--- config.mk ---
export PLATFORM = sky130hd
export DESIGN_NAME = bimodal_branch_counter_table
export DESIGN_NICKNAME = d
export VERILOG_FILES = /design/src/bbct_pkg.sv /design/src/bbct_front.sv /design/src/bbct_back.sv /design/src/bimodal_branch_counter_table.sv
export SDC_FILE = /design/constraint.sdc
export NUM_CORES = 2
export LEC_CHECK = 0
export BUFFER_PORTS_ARGS = -buffer_cell sky130_fd_sc_hd__buf_2
export CORE_UTILIZATION = 25
export CTS_BUF_LIST = sky130_fd_sc_hd__clkbuf_16
export DETAILED_ROUTE_END_ITERATION = 8
export RECOVER_POWER = 50
export SYNTH_ARGS = -nofsm -noshare
export SYNTH_HDL_FRONTEND = slang
export SYNTH_HIERARCHICAL = 1
export SYNTH_SLANG_ARGS = --single-unit
--- constraint.sdc ---
create_clock -name clk_i -period 67.6 [get_ports clk_i]
set_clock_uncertainty 0.15 [all_clocks]
set_input_delay 3.38 -clock clk_i [delete_from_list [all_inputs] [get_ports clk_i]]
set_output_delay 3.38 -clock clk_i [all_outputs]
set_load 0.01 [all_outputs]
--- src/bbct_pkg.sv ---
package bbct_pkg;

  localparam int unsigned ADDR_BITS = 10;
  localparam int unsigned TableDepth = 1 << ADDR_BITS;

  localparam int unsigned InAddrW = 10;
  localparam int unsigned CountW = 2;
  localparam int unsigned InDataW = 16;
  localparam int unsigned OutDataW = 8;

  localparam logic [CountW-1:0] CountMax = 2'd3;
  localparam logic [CountW-1:0] CountMin = 2'd0;

  localparam int unsigned CfgIdxW = 2;
  localparam int unsigned CfgDataW = 2;
  localparam logic [CfgIdxW-1:0] CfgRegMode = 2'd0;
  localparam logic [CfgIdxW-1:0] CfgRegInit = 2'd1;

  localparam int unsigned QDepth = 2;
  localparam int unsigned QPtrW = 1;
  localparam int unsigned QCntW = 2;

  typedef struct packed {
    logic [ADDR_BITS-1:0] idx;
    logic                 taken;
    logic                 train;
  } item_t;

  typedef struct packed {
    logic              two_bit_mode;
    logic [CountW-1:0] initial_count;
  } cfg_t;

  typedef struct packed {
    logic              valid;
    logic [CountW-1:0] count;
  } entry_t;

endpackage

--- src/bbct_front.sv ---
module bbct_front import bbct_pkg::*; (
  input  logic                clk_i,
  input  logic                rst_ni,
  input  logic                s_axis_tvalid,
  output logic                s_axis_tready,
  input  logic [InDataW-1:0]  s_axis_tdata,
  input  logic                clearing_i,
  output logic                q_valid_o,
  output item_t               q_item_o,
  input  logic                q_pop_i
);

  item_t            fifo_q [QDepth];
  logic [QPtrW-1:0] wr_ptr_q, wr_ptr_d;
  logic [QPtrW-1:0] rd_ptr_q, rd_ptr_d;
  logic [QCntW-1:0] cnt_q, cnt_d;
  logic             push;
  item_t            in_item;

  assign in_item.idx   = ADDR_BITS'(s_axis_tdata[InAddrW-1:0]);
  assign in_item.taken = s_axis_tdata[InAddrW];
  assign in_item.train = s_axis_tdata[InAddrW+1];

  assign s_axis_tready = (cnt_q != QCntW'(QDepth)) && !clearing_i;
  assign push          = s_axis_tvalid && s_axis_tready;
  assign q_valid_o     = (cnt_q != '0);
  assign q_item_o      = fifo_q[rd_ptr_q];

  always_comb begin
    wr_ptr_d = push ? wr_ptr_q + 1'b1 : wr_ptr_q;
    rd_ptr_d = q_pop_i ? rd_ptr_q + 1'b1 : rd_ptr_q;
    cnt_d    = cnt_q + QCntW'(push) - QCntW'(q_pop_i);
  end

  always_ff @(posedge clk_i or negedge rst_ni) begin
    if (!rst_ni) begin
      wr_ptr_q <= '0;
      rd_ptr_q <= '0;
      cnt_q    <= '0;
    end else begin
      wr_ptr_q <= wr_ptr_d;
      rd_ptr_q <= rd_ptr_d;
      cnt_q    <= cnt_d;
    end
  end

  always_ff @(posedge clk_i) begin
    if (push) begin
      fifo_q[wr_ptr_q] <= in_item;
    end
  end

endmodule

--- src/bbct_back.sv ---
module bbct_back import bbct_pkg::*; (
  input  logic                clk_i,
  input  logic                rst_ni,
  input  cfg_t                cfg_i,
  input  logic                q_valid_i,
  input  item_t               q_item_i,
  output logic                q_pop_o,
  output logic                clearing_o,
  output logic                m_axis_tvalid,
  input  logic                m_axis_tready,
  output logic [OutDataW-1:0] m_axis_tdata
);

  typedef enum logic [1:0] {
    ST_CLEAR,
    ST_IDLE,
    ST_LOOKUP
  } state_e;

  state_e               state_q, state_d;
  logic [ADDR_BITS-1:0] clr_q, clr_d;
  item_t                item_q, item_d;
  logic                 out_valid_q, out_valid_d;
  logic [CountW-1:0]    out_count_q, out_count_d;

  entry_t               mem_q [TableDepth];
  entry_t               rd_q;
  logic                 mem_we;
  logic [ADDR_BITS-1:0] mem_waddr;
  entry_t               mem_wdata;
  logic                 mem_re;

  logic                 slot_free;
  logic                 load_out;
  logic [CountW-1:0]    cur;
  logic [CountW-1:0]    nxt;

  assign slot_free  = !out_valid_q || m_axis_tready;
  assign q_pop_o    = (state_q == ST_IDLE) && q_valid_i && slot_free;
  assign mem_re     = q_pop_o;
  assign load_out   = (state_q == ST_LOOKUP);
  assign clearing_o = (state_q == ST_CLEAR);

  assign cur = rd_q.valid ? rd_q.count : cfg_i.initial_count;

  always_comb begin
    if (!cfg_i.two_bit_mode) begin
      nxt = CountW'(item_q.taken);
    end else if (item_q.taken) begin
      nxt = (cur == CountMax) ? cur : cur + 2'd1;
    end else begin
      nxt = (cur == CountMin) ? cur : cur - 2'd1;
    end
  end

  always_comb begin
    mem_we    = 1'b0;
    mem_waddr = item_q.idx;
    mem_wdata = '{valid: 1'b1, count: item_q.train ? nxt : cur};
    case (state_q)
      ST_CLEAR: begin
        mem_we    = 1'b1;
        mem_waddr = clr_q;
        mem_wdata = '0;
      end
      ST_LOOKUP: begin
        mem_we = !rd_q.valid || item_q.train;
      end
      default: begin
        mem_we = 1'b0;
      end
    endcase
  end

  always_ff @(posedge clk_i) begin
    if (mem_we) begin
      mem_q[mem_waddr] <= mem_wdata;
    end
    if (mem_re) begin
      rd_q <= mem_q[q_item_i.idx];
    end
  end

  always_comb begin
    state_d     = state_q;
    clr_d       = clr_q;
    item_d      = item_q;
    out_valid_d = out_valid_q && !m_axis_tready;
    out_count_d = out_count_q;
    case (state_q)
      ST_CLEAR: begin
        clr_d = clr_q + 1'b1;
        if (clr_q == '1) begin
          state_d = ST_IDLE;
        end
      end
      ST_IDLE: begin
        if (q_pop_o) begin
          item_d  = q_item_i;
          state_d = ST_LOOKUP;
        end
      end
      ST_LOOKUP: begin
        out_valid_d = 1'b1;
        out_count_d = cur;
        state_d     = ST_IDLE;
      end
      default: begin
        state_d = ST_IDLE;
      end
    endcase
  end

  always_ff @(posedge clk_i or negedge rst_ni) begin
    if (!rst_ni) begin
      state_q     <= ST_CLEAR;
      clr_q       <= '0;
      item_q      <= '0;
      out_valid_q <= 1'b0;
      out_count_q <= '0;
    end else begin
      state_q     <= state_d;
      clr_q       <= clr_d;
      item_q      <= item_d;
      out_valid_q <= out_valid_d;
      out_count_q <= out_count_d;
    end
  end

  assign m_axis_tvalid = out_valid_q;
  assign m_axis_tdata  = OutDataW'(out_count_q);

`ifndef SYNTHESIS
  a_load_into_free_slot: assert property (@(posedge clk_i) disable iff (!rst_ni)
    load_out |-> !out_valid_q)
    else $error("result loaded over an untaken word");

  a_pop_needs_word: assert property (@(posedge clk_i) disable iff (!rst_ni)
    q_pop_o |-> q_valid_i)
    else $error("pop from an empty queue");

  a_no_pop_while_clearing: assert property (@(posedge clk_i) disable iff (!rst_ni)
    clearing_o |-> !q_pop_o && !out_valid_q)
    else $error("lookup during clearing pass");

  a_result_follows_pop: assert property (@(posedge clk_i) disable iff (!rst_ni)
    q_pop_o |=> load_out)
    else $error("popped word produced no result");
`endif

endmodule

--- src/bimodal_branch_counter_table.sv ---
// Channel  | Direction | Payload (lowest bit first)
// s_axis   | in        | tdata: branch_address[9:0], taken, train, zero pad to 16
// m_axis   | out       | tdata: counter_value[1:0], zero pad to 8
// cfg      | in        | index 0 two_bit_mode, index 1 initial_count; data[1:0]
//
// Each word passes through the table pipeline in order: a read of the counter
// memory, then the update write and the result load. The table takes no new word
// until the last is through, as the read-modify-write of one entry makes the next read wait for the write-back.
// After reset a clearing pass over all 2^ADDR_BITS (1024) entries empties the table;
// no input word is taken during it, configuration writes are.
// A two-word queue decouples input from the table; the output register holds
// a result until taken and the table stalls only when it is still occupied.
module bimodal_branch_counter_table import bbct_pkg::*; (
  input  logic                clk_i,
  input  logic                rst_ni,
  input  logic                s_axis_tvalid,
  output logic                s_axis_tready,
  input  logic [InDataW-1:0]  s_axis_tdata,   // branch_address, taken, train
  output logic                m_axis_tvalid,
  input  logic                m_axis_tready,
  output logic [OutDataW-1:0] m_axis_tdata,   // counter_value
  input  logic                cfg_valid_i,
  output logic                cfg_ready_o,
  input  logic [CfgIdxW-1:0]  cfg_index_i,
  input  logic [CfgDataW-1:0] cfg_data_i
);

  cfg_t  cfg_q;
  logic  clearing;
  logic  q_valid;
  item_t q_item;
  logic  q_pop;

  assign cfg_ready_o = 1'b1;

  always_ff @(posedge clk_i or negedge rst_ni) begin
    if (!rst_ni) begin
      cfg_q.two_bit_mode  <= 1'b1;
      cfg_q.initial_count <= '0;
    end else if (cfg_valid_i) begin
      if (cfg_index_i == CfgRegMode) begin
        cfg_q.two_bit_mode <= cfg_data_i[0];
      end else if (cfg_index_i == CfgRegInit) begin
        cfg_q.initial_count <= cfg_data_i[CountW-1:0];
      end
    end
  end

  bbct_front u_front (
    .clk_i         (clk_i),
    .rst_ni        (rst_ni),
    .s_axis_tvalid (s_axis_tvalid),
    .s_axis_tready (s_axis_tready),
    .s_axis_tdata  (s_axis_tdata),
    .clearing_i    (clearing),
    .q_valid_o     (q_valid),
    .q_item_o      (q_item),
    .q_pop_i       (q_pop)
  );

  bbct_back u_back (
    .clk_i         (clk_i),
    .rst_ni        (rst_ni),
    .cfg_i         (cfg_q),
    .q_valid_i     (q_valid),
    .q_item_i      (q_item),
    .q_pop_o       (q_pop),
    .clearing_o    (clearing),
    .m_axis_tvalid (m_axis_tvalid),
    .m_axis_tready (m_axis_tready),
    .m_axis_tdata  (m_axis_tdata)
  );

endmodule
* Word level (Yosys, flattened, before mapping)
Memories as Yosys holds them, arrays and structs flattened. A register that Yosys moved wholly into a read port is not among the register bits.
Index checks and enable logic that the tools add are counted.
** Word-level totals
- Flip-flop bits (word level) :: 34
- Memory bits (writable) :: 3096
- Input port bits :: 25
- Output and inout port bits :: 11
- Logic and storage cells :: 66
- Memories kept :: 2
** Cells by class
- Add/subtract/negate cells :: 7
- Equal/unequal tests :: 8
- Muxes and demuxes :: 17
- Bitwise operators :: 1
- Reductions and logical operators :: 19
** Memory list
- u_back.mem_q :: depth 1024, width 3, rd ports 1, clocked after Yosys merged registers in 1, wr ports 1, RTL line bbct_back.sv:26 : entry_t mem_q [TableDepth];
- u_front.fifo_q :: depth 2, width 12, rd ports 1, clocked after Yosys merged registers in 0, wr ports 1, RTL line bbct_front.sv:13 : item_t fifo_q [QDepth];
** Operators by type and width (count)
- 2-bit two-way mux :: 8
- 10-bit by 1-bit adder with 10-bit output (second input constant) :: 1
- 10-bit equality test (second input constant) :: 1
- 10-bit two-way mux :: 1
- 2-bit logical NOT :: 3
- 2-bit AND reduction :: 3
- 1-bit logical AND :: 5
- 1-bit two-way mux :: 5
- 2-bit by 1-bit equality test with 1-bit output (second input constant) :: 2
- 2-bit equality test (second input constant) :: 2
- 1-bit logical NOT :: 4
- 2-bit inequality test (second input constant) :: 2
- 2-bit one-hot mux with 2 select lines :: 1
- 3-bit two-way mux :: 1
- 3-bit AND reduction :: 1
- 1-bit adder (second input constant) :: 2
- 2-bit by 1-bit adder with 2-bit output :: 1
- 2-bit by 1-bit adder with 2-bit output (second input constant) :: 1
- 1-bit logical OR :: 2
- 2-bit by 1-bit inequality test with 1-bit output (second input constant) :: 1
- 1-bit one-hot mux with 2 select lines :: 1
- 2-bit nonzero test :: 1
- 2-bit by 1-bit subtractor with 2-bit output :: 1
- 2-bit by 1-bit subtractor with 2-bit output (second input constant) :: 1
- 1-bit inverter :: 1

* Longest topological paths before layout
- Depth after elaboration :: 7
- Gate-level depth with buffers :: 18
- Depth with buffers taken out :: 9

* Modules after synthesis
The synthesis kept the hierarchy.
** By module, submodules not included
- bbct_back :: instances 1, cells each 6727, area each 124301.7 µm², sequential area each 93014.2 µm²
- bbct_front :: instances 1, cells each 56, area each 1086.0 µm², sequential area each 820.8 µm²
- bimodal_branch_counter_table :: instances 1, cells each 10, area each 165.2 µm², sequential area each 76.3 µm²

* Least setup slack after synthesis
OpenSTA, ideal clock, no wires.
- Kind :: flip-flop to flip-flop
- Start point :: register, netlist name u_back/rd_q[2]
- End point :: memory u_back/mem_q[0][0] in the netlist's numbering (data pin)
- Setup time :: 8.588 ns
- Arrival time :: 42.948 ns
- Data required time :: 58.862 ns
- Setup slack :: 15.914 ns
- Stages on the path, launching flop included :: 4
- Path buffers :: 0
- Period minus slack after synthesis :: 51.686 ns
- Path through :: edfxtp_1 > mux2i_1 > o21ai_0 > a221oi_1
** RTL lines (RTL line)
- end: declaration :: bbct_back.sv:26

==> out/metrics.csv <==
metric;value;unit
Clock Sinks;3133;
Synth warnings;6;
combinational power share;0.299;
1st-iter DRT viols;8776;
port bufs;24;
Slowest Stage Delay on Critical Path;3.02;ns
Seq pwr share;0.423;
netlist area before placement;0.126;sq mm
H-Tree Level Count;5;
Resized Gates After CTS;0;
most used flip-flop cell after synthesis;edfxtp_1;
outcome;complete, but fails checks;
CP Max Fanout;103;
Starting Density;0.252;
share of cells above drive strength 1;0.191;
Routed WL;354000;um
GR Util All Layers;0.136;
first-pass GRT wire length;502000;um
final number of max-transition violations;2135;
relative slew slack;-2.12;
Synth async-reset ratio;0.0109;
fmax;0.0797;GHz
Via density;4.90;
setup ws final;55.06;ns
IO Count;36;
worst r2r src;u_back/state_q[1]$_DFFE_PN0P_;
most frequent cells in the layout;3099 x edfxtp_1, 1088 x nor2_1, 645 x mux4_2, 327 x mux2i_1, 323 x clkbuf_16;
Layout Nets;6839;
Core Rows;259;
Slew @ Worst Pin;4.68;ns
Placement Setup Slack;59.92;ns
Final Non-Filler Cells;13720;
Peak VDD IR;0.0616;mV
post-synth cell types;77;
Filler cells;48632;
CTS Buffer Depth;4;
Static Leak;43.2;nW
hold crit path type;flip-flop to flip-flop;
Yosys top cell area share;0.741;
post-CTS setup buffer count;0;
Routed Antenna Nets;0;
pwr dens;43.4;mW/mm^2
MaxCap Viol Count;39;
Vias;67193;
failing checks;max-capacitance violations, max-slew violations;
commonest non-fill, non-tap cell in the layout;edfxtp_1;
CTS tree;built;
final setup fails;0;
number of global-route vias before repair;68121;
Final Hold Fails;0;
CTS clock-pin slew for the worst setup and hold paths;0.06;ns
RSZ-0062 raised after global routing;no;
hold buffer count at CTS;0;
Area growth syn-to-layout;14.1;%
gr ovfl total;0;
Slowest cell on crit path;clkbuf_1;
DRC Markers;0;
Final Wtd Congestion;0.815;
clk root buf;clkbuf_16;
Die Y;711;um
register area share after synthesis;0.748;
DR WL/cell;25.8;um
sw frac;0.338;
top cells by area, synth;edfxtp_1 74%, mux4_2 12%, nor2_1 3.3%;
switching pwr;2.11;mW
WP data arrival;12.90;ns
Skew-Pair Late Insertion Delay;0.90;ns
setup tns final;0;ns
largest net degree at the start of global routing;222;
Core Area;0.499;sq mm
number of standard cells after synthesis;6793;
dominant cell type by area after synthesis;edfxtp_1;
EDFF count, synth;3099;
Critical Path Start Type;flip-flop;
Die X;711;um
endpoint class of the critical path;flip-flop;
critical path, cell by cell;or2_0 -> inv_1 -> clkbuf_1 -> nor2_1 -> clkbuf_1 -> buf_4 -> buf_4 -> buf_4;
CTS Buf Count;319;
initial antenna violation count;21;
Post-Place Cells;13145;
Crit Path Category;flip-flop to flip-flop;
mean post-synth cell area;18.5;sq um
first-pass iteration count of the detailed router;6;
Worst setup startpoint;u_back/state_q[1]$_DFFE_PN0P_;
Tot Pwr;6.22;mW
hpwl dp;207000;um
final cycle utilization of the critical path;0.185;
P_int;4.12;mW
flops & latches, synth;3133;
Hold Crit Start;u_back/out_count_q[0]$_DFFE_PN0P_;
Crit path top cell by count;buf_4;
Clock Power Share;0.278;
die area;0.505;sq mm
min cycle time layout;12.54;ns
Required @ worst endpoint;67.96;ns
==> stage by stage <==
step,util,area [sq um],hold WS [ns]
floorplan,-,126000,0.327
global placement,0.267,133000,0.345
detailed placement,0.267,133000,0.333
CTS,0.288,143000,0.356
global route,0.287,143000,0.391
finish,0.287,143000,0.349
==> synthesized netlist by cell type (4+ instances only) <==
library cell	count
a21oi_1	107
mux2_2	40
nand3_1	54
xnor2_1	10
mux4_2	645
clkbuf_1	269
a221oi_1	25
o221ai_1	115
nor4_1	21
dfrtp_1	33
mux4_1	4
edfxtp_1	3099
nand4_1	13
mux2i_1	327
nor3b_1	7
nand2_1	184
a22oi_1	70
inv_1	16
and3_1	6
o22ai_1	77
nor2_1	1089
or2_2	6
nor3_1	47
and2_1	13
buf_4	54
o21ai_0	76
a211oi_1	16
a31oi_1	18
o311ai_0	4
nand3b_1	10
o2111ai_1	6
nand2b_1	11
or3_1	7
buf_2	71
a22o_1	22
buf_6	61
buf_1	53
o31ai_1	8
nor2b_1	16
a2111oi_0	13
o211ai_1	7
==> metal layers <==
metal  GRT usage  wire length, um  vias up  share of wire
li1            -                -    27305              -
met1       0.178           137000    35656           0.39
met2       0.224           170000     3524           0.48
met3      0.0262            32600      702          0.092
met4      0.0487            13800        6          0.039
met5           0               37        -        0.00010
==> logic make-up (layout without fill, tap and decap cells) <==
logic type | after synthesis | count (layout) | synth area share
adder cells (fa/ha/maj) | 3 | 3 | 0.000299
AND/OR/NAND/NOR | 1498 | 1498 | 0.0489
multiplexers | 1019 | 1019 | 0.147
flip-flops | 3133 | 3133 | 0.748
buffers and inverters | 527 | 790 | 0.0219
other | 2 | 11 | 0.0000598
XOR/XNOR | 13 | 13 | 0.000967
AO/OA/AOI/OAI | 598 | 598 | 0.0334
==> sequential cells by signal, indices dropped and copies added (netlist names) <==
| name | cells |
|---|---|
| u_back/state_q | 2 |
| u_back/rd_q | 3 |
| u_back/clr_q | 10 |
| u_back/mem_q | 3072 |
| u_front/cnt_q | 2 |
| u_back/out_count_q | 2 |
| u_front/wr_ptr_q | 1 |
| cfg_q | 3 |
| u_back/item_q | 12 |
| u_front/fifo_q | 24 |
| u_front/rd_ptr_q | 1 |
| u_back/m_axis_tvalid | 1 |
==> path summary, 6_finish.rpt <==
kind / depth (start not counted) / slack, ns / end
min in group asynchronous: 1 / 2.97 / u_back/out_count_q[0]$_DFFE_PN0P_
max in group asynchronous: 1 / 63.06 / u_back/clr_q[7]$_DFFE_PN0P_
setup reg to reg: 8 / 55.06 / u_back/mem_q[45][1]$_DFFE_PP_
setup / recovery: 8 / 55.06 / u_back/mem_q[45][1]$_DFFE_PP_
hold reg to reg: 2 / 0.35 / u_back/out_count_q[0]$_DFFE_PN0P_
hold / removal: 2 / 0.35 / u_back/out_count_q[0]$_DFFE_PN0P_
==> power groups by stage <==
stage | combinational (mW) | clock [mW] | sequential [mW]
after floorplan | 1.11 | 0 | 3.33
after global placement | 1.83 | 0 | 2.63
after detailed placement | 1.87 | 0 | 2.64
after CTS | 1.87 | 1.76 | 2.59
after global routing | 1.95 | 1.82 | 2.63
final | 1.86 | 1.73 | 2.63
==> critical path, delay by kind of cell (launching register included) <==
kind,cells,cell delay [ns]
buffers and inverters,6,6.82
and+or+nand+nor,2,4.54
DFF,1,0.47
==> cell type report <==
cell class              instances  area (sq um)  share of cell area
flip-flops and latches       3133         93900               0.656
multi-input cells            3138         29400               0.205
repair buffers                202          1410             0.00984
clock inverters               248          2040              0.0142
well taps                    6655          8330              0.0581
clock buffers                 323          8080              0.0564
diodes                          4          10.0           0.0000699
inverters                      17          71.3            0.000498
Power figures use the tool's default switching activity.
